===== config.mk =====
export PLATFORM = sky130hd
export DESIGN_NAME = halving_rank_slot_allocator_unit
export DESIGN_NICKNAME = d
export VERILOG_FILES = /design/src/rtl/hrsa_pkg.sv /design/src/rtl/halving_rank_slot_allocator_unit.sv
export SDC_FILE = /design/constraint.sdc
export NUM_CORES = 1
export LEC_CHECK = 0
export ABC_AREA = 1
export BUFFER_PORTS_ARGS = -buffer_cell sky130_fd_sc_hd__buf_2
export CORE_AREA = 2 2 256 447
export CTS_CLUSTER_SIZE = 10
export DETAILED_ROUTE_END_ITERATION = 7
export DIE_AREA = 0 0 258 449
export PLACE_DENSITY = 0.6
export SLEW_MARGIN = 20
export SYNTH_ARGS = -nofsm -noshare
export SYNTH_HDL_FRONTEND = slang
export SYNTH_SLANG_ARGS = --single-unit

===== constraint.sdc =====
create_clock -name clk_i -period 14.3 [get_ports clk_i]
set_clock_uncertainty 0.15 [all_clocks]
set_input_delay 0.715 -clock clk_i [delete_from_list [all_inputs] [get_ports clk_i]]
set_output_delay 0.715 -clock clk_i [all_outputs]
set_load 0.02 [all_outputs]

===== src/rtl/hrsa_pkg.sv =====
// ----------------------------------------------------------------------------
// hrsa_pkg
// Shared codes, widths and helpers for the halving rank slot allocator.
// ----------------------------------------------------------------------------
package hrsa_pkg;

  localparam int unsigned MaxRanksDefault = 64;
  localparam int unsigned DrainMax        = 64;
  localparam int unsigned RankW           = 6;
  localparam int unsigned SizeW           = 7;
  localparam int unsigned SlotW           = RankW + SizeW;
  localparam logic [SizeW-1:0] TotalReset = 7'd64;

  typedef enum logic [1:0] {
    MODE_ALLOC = 2'd0,
    MODE_FREE  = 2'd1,
    MODE_ROUND = 2'd2,
    MODE_TERM  = 2'd3
  } mode_e;

  typedef enum logic [2:0] {
    KIND_SPLIT   = 3'd0,
    KIND_GRANT   = 3'd1,
    KIND_TERM    = 3'd2,
    KIND_ROUND   = 3'd3,
    KIND_FREE    = 3'd4,
    KIND_NO_SLOT = 3'd5,
    KIND_FULL    = 3'd6
  } kind_e;

  // smallest k with (v >> k) <= req
  function automatic logic [2:0] halve_shift(input logic [SizeW-1:0] v,
                                              input logic [SizeW-1:0] req);
    logic [2:0] k;
    k = 3'd7;
    for (int i = 6; i >= 0; i--) begin
      if ((v >> i) <= req) k = 3'(i);
    end
    return k;
  endfunction

endpackage


===== src/rtl/halving_rank_slot_allocator_unit.sv =====
// ----------------------------------------------------------------------------
// halving_rank_slot_allocator_unit
// Free-slot FIFO in a synchronous memory; allocate splits by halving,
// free pushes back, round sizes a request, terminate drains the FIFO.
// ----------------------------------------------------------------------------
//  channel   handshake                  payload
//  request   start / busy               mode_i, rank_count_i, start_rank_i
//  result    out_strobe_o (no stall)    kind_o, target_rank_o, size_value_o,
//                                       last_o, slots_free_o, all_idle_o,
//                                       ranks_in_use_o
//  config    cfg_valid_i / cfg_ready_o  cfg_data_i (total ranks)
//
//  Free, round and error requests answer in the cycle after the transfer and
//  leave busy low. Allocate: busy through the memory read, s <= 7 halvings
//  and the grant, one result per cycle after the read. Terminate: busy while
//  n <= 64 slots drain, since the head entry is read at the transfer edge.
//  After reset and each config write, busy is high one cycle for entry 0.
//  Results cannot be stalled; each lasts exactly one cycle.
// ----------------------------------------------------------------------------
module halving_rank_slot_allocator_unit
  import hrsa_pkg::*;
#(
  parameter int unsigned MAX_RANKS = MaxRanksDefault
) (
  input  logic             clk_i,
  input  logic             rst_ni,
  input  logic             start,
  output logic             busy,
  input  logic [1:0]       mode_i,
  input  logic [SizeW-1:0] rank_count_i,
  input  logic [RankW-1:0] start_rank_i,
  output logic             out_strobe_o,
  output logic [2:0]       kind_o,
  output logic [RankW-1:0] target_rank_o,
  output logic [SizeW-1:0] size_value_o,
  output logic             last_o,
  output logic             slots_free_o,
  output logic             all_idle_o,
  output logic [SizeW-1:0] ranks_in_use_o,
  input  logic             cfg_valid_i,
  output logic             cfg_ready_o,
  input  logic [SizeW-1:0] cfg_data_i
);

  localparam int unsigned IdxW = (MAX_RANKS > 2) ? $clog2(MAX_RANKS) : 1;
  localparam int unsigned CntW = $clog2(MAX_RANKS + 1);

  typedef enum logic [2:0] {
    ST_INIT, ST_IDLE, ST_ALLOC_RD, ST_SPLIT, ST_GRANT, ST_DRAIN
  } state_e;

  function automatic logic [IdxW-1:0] next_idx(input logic [IdxW-1:0] i);
    if (32'(i) + 32'd1 >= 32'(MAX_RANKS)) return '0;
    return i + 1'b1;
  endfunction

  state_e           state_q, state_d;
  logic [SizeW-1:0] total_q, total_d;
  logic [IdxW-1:0]  head_q, head_d, tail_q, tail_d;
  logic [CntW-1:0]  count_q, count_d;
  logic [SizeW-1:0] used_q, used_d;
  logic [SizeW-1:0] req_q, req_d;
  logic [RankW-1:0] cur_start_q, cur_start_d;
  logic [SizeW-1:0] cur_size_q, cur_size_d;
  logic [2:0]       splits_q, splits_d;
  logic [6:0]       drain_q, drain_d;

  logic             out_strobe_q;
  logic [2:0]       kind_q;
  logic [RankW-1:0] target_q;
  logic [SizeW-1:0] size_q;
  logic             last_q, slots_free_q, all_idle_q;
  logic [SizeW-1:0] in_use_q;

  logic             emit;
  kind_e            e_kind;
  logic [RankW-1:0] e_target;
  logic [SizeW-1:0] e_size;
  logic             e_last;

  logic [SlotW-1:0] mem_q [MAX_RANKS];
  logic             mem_we;
  logic [IdxW-1:0]  mem_waddr;
  logic [SlotW-1:0] mem_wdata;
  logic [SlotW-1:0] mem_rdata_q;

  logic [SizeW-1:0] eff_total;
  logic             accept;
  logic [RankW-1:0] rd_start;
  logic [SizeW-1:0] rd_size, fsize, lower;
  logic [2:0]       k_need, n_split;
  logic [CntW-1:0]  room;
  logic [7:0]       used_sum;

  assign accept      = start && !busy;
  assign busy        = (state_q != ST_IDLE);
  assign cfg_ready_o = 1'b1;

  always_comb begin
    if (total_q < 7'd2) begin
      eff_total = 7'd2;
    end else if (32'(total_q) > 32'(MAX_RANKS)) begin
      eff_total = SizeW'(MAX_RANKS);
    end else begin
      eff_total = total_q;
    end
  end

  assign rd_start = mem_rdata_q[SlotW-1:SizeW];
  assign rd_size  = mem_rdata_q[SizeW-1:0];
  assign k_need   = halve_shift(rd_size, req_q);
  assign room     = CntW'(MAX_RANKS) - count_q;
  assign n_split  = (32'(room) < 32'(k_need)) ? 3'(room) : k_need;
  assign fsize    = rd_size >> n_split;
  assign used_sum = {1'b0, used_q} + {1'b0, fsize};
  assign lower    = cur_size_q >> 1;

  always_comb begin
    state_d     = state_q;
    total_d     = total_q;
    head_d      = head_q;
    tail_d      = tail_q;
    count_d     = count_q;
    used_d      = used_q;
    req_d       = req_q;
    cur_start_d = cur_start_q;
    cur_size_d  = cur_size_q;
    splits_d    = splits_q;
    drain_d     = drain_q;
    emit        = 1'b0;
    e_kind      = KIND_SPLIT;
    e_target    = '0;
    e_size      = '0;
    e_last      = 1'b1;
    mem_we      = 1'b0;
    mem_waddr   = tail_q;
    mem_wdata   = '0;

    unique case (state_q)
      ST_INIT: begin
        mem_we    = 1'b1;
        mem_waddr = '0;
        mem_wdata = {RankW'(0), eff_total - 7'd1};
        state_d   = ST_IDLE;
      end
      ST_IDLE: begin
        if (accept) begin
          unique case (mode_e'(mode_i))
            MODE_ALLOC: begin
              if (count_q == '0) begin
                emit   = 1'b1;
                e_kind = KIND_NO_SLOT;
              end else begin
                head_d  = next_idx(head_q);
                count_d = count_q - 1'b1;
                req_d   = rank_count_i;
                state_d = ST_ALLOC_RD;
              end
            end
            MODE_FREE: begin
              emit = 1'b1;
              if (32'(count_q) >= 32'(MAX_RANKS)) begin
                e_kind = KIND_FULL;
              end else begin
                used_d    = (rank_count_i > used_q) ? '0 : used_q - rank_count_i;
                mem_we    = 1'b1;
                mem_wdata = {start_rank_i, rank_count_i};
                tail_d    = next_idx(tail_q);
                count_d   = count_q + 1'b1;
                e_kind    = KIND_FREE;
                e_target  = start_rank_i;
                e_size    = rank_count_i;
              end
            end
            MODE_ROUND: begin
              emit   = 1'b1;
              e_kind = KIND_ROUND;
              e_size = eff_total >> halve_shift(eff_total, rank_count_i);
            end
            MODE_TERM: begin
              if (count_q != '0) begin
                head_d  = next_idx(head_q);
                state_d = ST_DRAIN;
                if (32'(count_q) > 32'(DrainMax)) begin
                  drain_d = 7'(DrainMax);
                  count_d = count_q - CntW'(DrainMax);
                end else begin
                  drain_d = 7'(count_q);
                  count_d = '0;
                end
              end
            end
            default: ;
          endcase
        end
      end
      ST_ALLOC_RD: begin
        cur_start_d = rd_start;
        cur_size_d  = rd_size;
        splits_d    = n_split;
        count_d     = count_q + CntW'(n_split);
        used_d      = used_sum[7] ? 7'd127 : used_sum[6:0];
        state_d     = (n_split != 3'd0) ? ST_SPLIT : ST_GRANT;
      end
      ST_SPLIT: begin
        emit        = 1'b1;
        e_kind      = KIND_SPLIT;
        e_target    = cur_start_q;
        e_size      = lower;
        e_last      = 1'b0;
        mem_we      = 1'b1;
        mem_wdata   = {cur_start_q + lower[RankW-1:0], cur_size_q - lower};
        tail_d      = next_idx(tail_q);
        cur_size_d  = lower;
        splits_d    = splits_q - 3'd1;
        if (splits_q == 3'd1) state_d = ST_GRANT;
      end
      ST_GRANT: begin
        emit     = 1'b1;
        e_kind   = KIND_GRANT;
        e_target = cur_start_q;
        e_size   = cur_size_q;
        state_d  = ST_IDLE;
      end
      ST_DRAIN: begin
        emit     = 1'b1;
        e_kind   = KIND_TERM;
        e_target = rd_start;
        e_size   = rd_size;
        e_last   = (drain_q == 7'd1);
        drain_d  = drain_q - 7'd1;
        if (drain_q == 7'd1) begin
          state_d = ST_IDLE;
        end else begin
          head_d = next_idx(head_q);
        end
      end
      default: state_d = ST_INIT;
    endcase

    if (cfg_valid_i) begin
      total_d = cfg_data_i;
      head_d  = '0;
      tail_d  = IdxW'(1);
      count_d = CntW'(1);
      used_d  = '0;
      state_d = ST_INIT;
      emit    = 1'b0;
      mem_we  = 1'b0;
    end
  end

  always_ff @(posedge clk_i or negedge rst_ni) begin
    if (!rst_ni) begin
      state_q      <= ST_INIT;
      total_q      <= TotalReset;
      head_q       <= '0;
      tail_q       <= IdxW'(1);
      count_q      <= CntW'(1);
      used_q       <= '0;
      req_q        <= '0;
      cur_start_q  <= '0;
      cur_size_q   <= '0;
      splits_q     <= '0;
      drain_q      <= '0;
      out_strobe_q <= 1'b0;
      kind_q       <= '0;
      target_q     <= '0;
      size_q       <= '0;
      last_q       <= 1'b0;
      slots_free_q <= 1'b0;
      all_idle_q   <= 1'b0;
      in_use_q     <= '0;
    end else begin
      state_q      <= state_d;
      total_q      <= total_d;
      head_q       <= head_d;
      tail_q       <= tail_d;
      count_q      <= count_d;
      used_q       <= used_d;
      req_q        <= req_d;
      cur_start_q  <= cur_start_d;
      cur_size_q   <= cur_size_d;
      splits_q     <= splits_d;
      drain_q      <= drain_d;
      out_strobe_q <= emit;
      if (emit) begin
        kind_q       <= e_kind;
        target_q     <= e_target;
        size_q       <= e_size;
        last_q       <= e_last;
        slots_free_q <= (count_d != '0);
        all_idle_q   <= (used_d == '0);
        in_use_q     <= used_d;
      end
    end
  end

  // slot memory: one write port, one read port at the queue head
  always_ff @(posedge clk_i) begin
    if (mem_we) mem_q[mem_waddr] <= mem_wdata;
    mem_rdata_q <= mem_q[head_q];
  end

  assign out_strobe_o   = out_strobe_q;
  assign kind_o         = kind_q;
  assign target_rank_o  = target_q;
  assign size_value_o   = size_q;
  assign last_o         = last_q;
  assign slots_free_o   = slots_free_q;
  assign all_idle_o     = all_idle_q;
  assign ranks_in_use_o = in_use_q;

`ifndef SYNTHESIS
  a_count_bound: assert property (@(posedge clk_i) disable iff (!rst_ni)
    32'(count_q) <= 32'(MAX_RANKS))
    else $error("free slot count exceeds queue depth");

  a_split_not_last: assert property (@(posedge clk_i) disable iff (!rst_ni)
    out_strobe_o && (kind_o == KIND_SPLIT) |-> !last_o)
    else $error("split order marked as last result");

  a_round_answers: assert property (@(posedge clk_i) disable iff (!rst_ni)
    accept && (mode_i == MODE_ROUND) && !cfg_valid_i |=> out_strobe_o && last_o)
    else $error("round request not answered in the next cycle");

  a_split_pending: assert property (@(posedge clk_i) disable iff (!rst_ni)
    (state_q == ST_SPLIT) |-> (splits_q != 3'd0))
    else $error("split state with no halvings left");
`endif

endmodule


==> flow_summary.yaml <==
status:
  status: "finished, final reports clean"
yosys:
  synth_top_area_share_pct: 60.5
  yosys.cell_count.top_type: "edfxtp_1"
  postSynth.asyncResetShare_pct: 9.91
  yosys_most_used_dff: "edfxtp_1"
  synth_largest_area_cell: "edfxtp_1"
  synth-edff-count: 832
  syn_nets: 3771
  synthCells: 3641
  ys_ff_latch: 938
  ys.warnings.count: 0
  synth_commonest_cells: "832 x edfxtp_1, 594 x nor2_1, 521 x o21ai_0"
  syn-cell-area_um2: 41300
  synth_cell_type_count: 65
  syn_area_per_cell_um2: 11.3
  synthTopCellsByArea: "edfxtp_1 61%, o21ai_0 6.3%, dfrtp_1 5.5%"
  seq_area_frac_synth_pct: 66.8
setup_path:
  critPathRequiredTime_ps: 14730
  criticalPathCategory: "flop to flop"
  max_stage_delay_ps: 650
  end_kind: "flop"
  crit_slowest_cell: "dfxtp_1"
  cp-start-kind: "flop"
  crit_fanout: 11
  crit_arrival_ps: 5870
clocking:
  clkSinkCount: 938
  cts_inserted_buffers: 104
  clk_path_buf_depth: 3
  cts_resized: 0
  cts_max_level: 3
  cts_setup_buffers: 0
  hold_buffers: 1
  clk_pin_slew_worst_paths_ps: 60
  cts_tree: "yes"
  clock_latency_ps: 700
  clock-root-buffer: "clkbuf_16"
sta:
  setup_violations: 0
  layout_setup_ws_ps: 8850
  rsz0062_at_grt: "false"
  fmax_mhz: 184
  tightest_slew_ps: 1120
  hold_viol_final: 0
  min_period_ps: 5450
  fin_crit_sh_pct: 38.1
  slew_headroom_pct: 25.0
  final-max-slew-violation-count: 0
  finalSetupTns_ps: 0
floorplanning:
  die_area_um2: 116000
  die_w_um: 258
  start_util_pct: 36.7
  ios: 55
  row_count: 163
  die_y_um: 449
  coreArea_um2: 112000
placement:
  gp_congestion: 0.921
  place_ws_ps: 8860
  hpwl_um: 77200
  portBuffers: 53
final_layout:
  drive_gt1_share_pct: 9.06
  area_growth_pct: 12.7
  nNetsFinal: 3833
  fill_cells: 10500
drt:
  wire_per_inst_um: 23.4
  via_per_inst: 5.55
  dr.pass1.iters: 5
  vias: 29100
  antenna_left: 0
  drt_iter0_drc: 2406
  wl_um: 122000
  drc: 0
grt:
  grt_pass1_vias: 28900
  antenna_found_initial: 1
  overflow: 0
  grt_max_degree: 192
  grt_pass1_wl_um: 182000
  grt_use_total_pct: 20.8
hold_path:
  min_path_type: "input port to flop"
pwr:
  cellPowerDensity_nw_per_um2: 199
  ir_drop_v: 0.000123
  leakagePower_nw: 16.3
job:
  cap_violations: 0
-- final cells by class --
cell class	count	area (um2)	share of cell area (%)
timing repair buffer	160	1100	2.36
tap	1485	1860	3.99
sequential	938	27600	59.3
antenna	3	7.51	0.0161
multi-input combinational	2318	12400	26.6
clock buffer	150	2840	6.10
inverter	181	692	1.49
clock inverter	4	42.5	0.0915
-- layer usage --
| metal | up-vias | wire, um | track usage (%) |
|---|---|---|---|
| met5 | - | 0 | 0 |
| met4 | 0 | 8820 | 14.0 |
| met3 | 346 | 5770 | 2.87 |
| met2 | 939 | 64500 | 38.2 |
| met1 | 14400 | 43300 | 22.0 |
| li1 | 13400 | - | - |
-- stage by stage --
step / hold slack (ps) / util [%] / power [mW] / std cells / area (um2)
after global placement: 314 / 38.8 / 6.88 / 5081 / 43600
after detailed placement: 312 / 38.8 / 6.93 / 5081 / 43600
after floorplan: 269 / - / 5.71 / 3641 / 41300
after global routing: 71.9 / 41.4 / 9.74 / 5237 / 46500
final: 80.3 / 41.4 / 9.27 / 5239 / 46500
after CTS: 39.8 / 41.4 / 9.30 / 5236 / 46500
-- power by group --
part	switching (mW)	internal (mW)
Clock	1.02	1.35
Combinational	2.40	0.890
Sequential	0.162	3.44
Total	3.58	5.69
-- cells by family (layout without fill, tap and decap cells) --
kind of cell / count (synthesis) / count (layout) / synth area share [%]
buffers and inverters: 385 / 495 / 3.68
other: 1 / 4 / 0.00908
adder cells (fa/ha/maj): 104 / 104 / 3.24
AND/OR/NAND/NOR: 1253 / 1253 / 12.5
XOR/XNOR: 14 / 14 / 0.297
multiplexers: 1 / 1 / 0.0273
flip-flops: 938 / 938 / 66.8
AO/OA/AOI/OAI: 945 / 945 / 13.4
-- final timing paths --
kind                                         start  slack [ps]                       endpoint  cells past startpoint
max in group asynchronous                   rst_ni       12320         drain_q[4]$_DFFE_PN0P_                      3
min in group asynchronous                   rst_ni         380         total_q[2]$_DFFE_PN0P_                      2
max                         mem_rdata_q[6]$_DFF_P_        8850  ranks_in_use_o[6]$_DFFE_PN0P_                     28
min                                  cfg_data_i[4]          80         total_q[4]$_DFFE_PN0P_                      3
max reg2reg                 mem_rdata_q[6]$_DFF_P_        8850  ranks_in_use_o[6]$_DFFE_PN0P_                     28
min reg2reg                mem_rdata_q[11]$_DFF_P_         320     cur_start_q[4]$_DFFE_PN0N_                      2
-- sequential cells by signal (all words and copies together), names as in the netlist, 3 cells and up --
name	cells
count_q	7
cur_size_q	7
drain_q	7
cur_start_q	6
state_q	3
req_q	7
mem_rdata_q	13
kind_o	3
target_rank_o	6
total_q	7
splits_q	3
used_q	7
mem_q	832
size_value_o	7
tail_q	6
ranks_in_use_o	7
head_q	6
-- cell usage in the layout (no fill, tap or decap), types with 85 or more instances in the layout --
cell	count
inv_1	167
nor2_1	586
o21ai_0	518
ha_1	99
nand3_1	151
buf_4	105
o22ai_1	133
o221ai_1	93
nand2_1	405
edfxtp_1	832
dfrtp_1	87
a21oi_1	85
clkbuf_16	107
-- worst max-delay path: cells and delay by family (launching register included) --
kind	cells	cell delay, ps
compound gates	9	1340
xor+xnor	1	150
fa+ha+maj	4	1290
buf+inv	1	160
flops	1	650
simple gates	13	1600
Note: power is estimated with default switching activity, not from simulation.
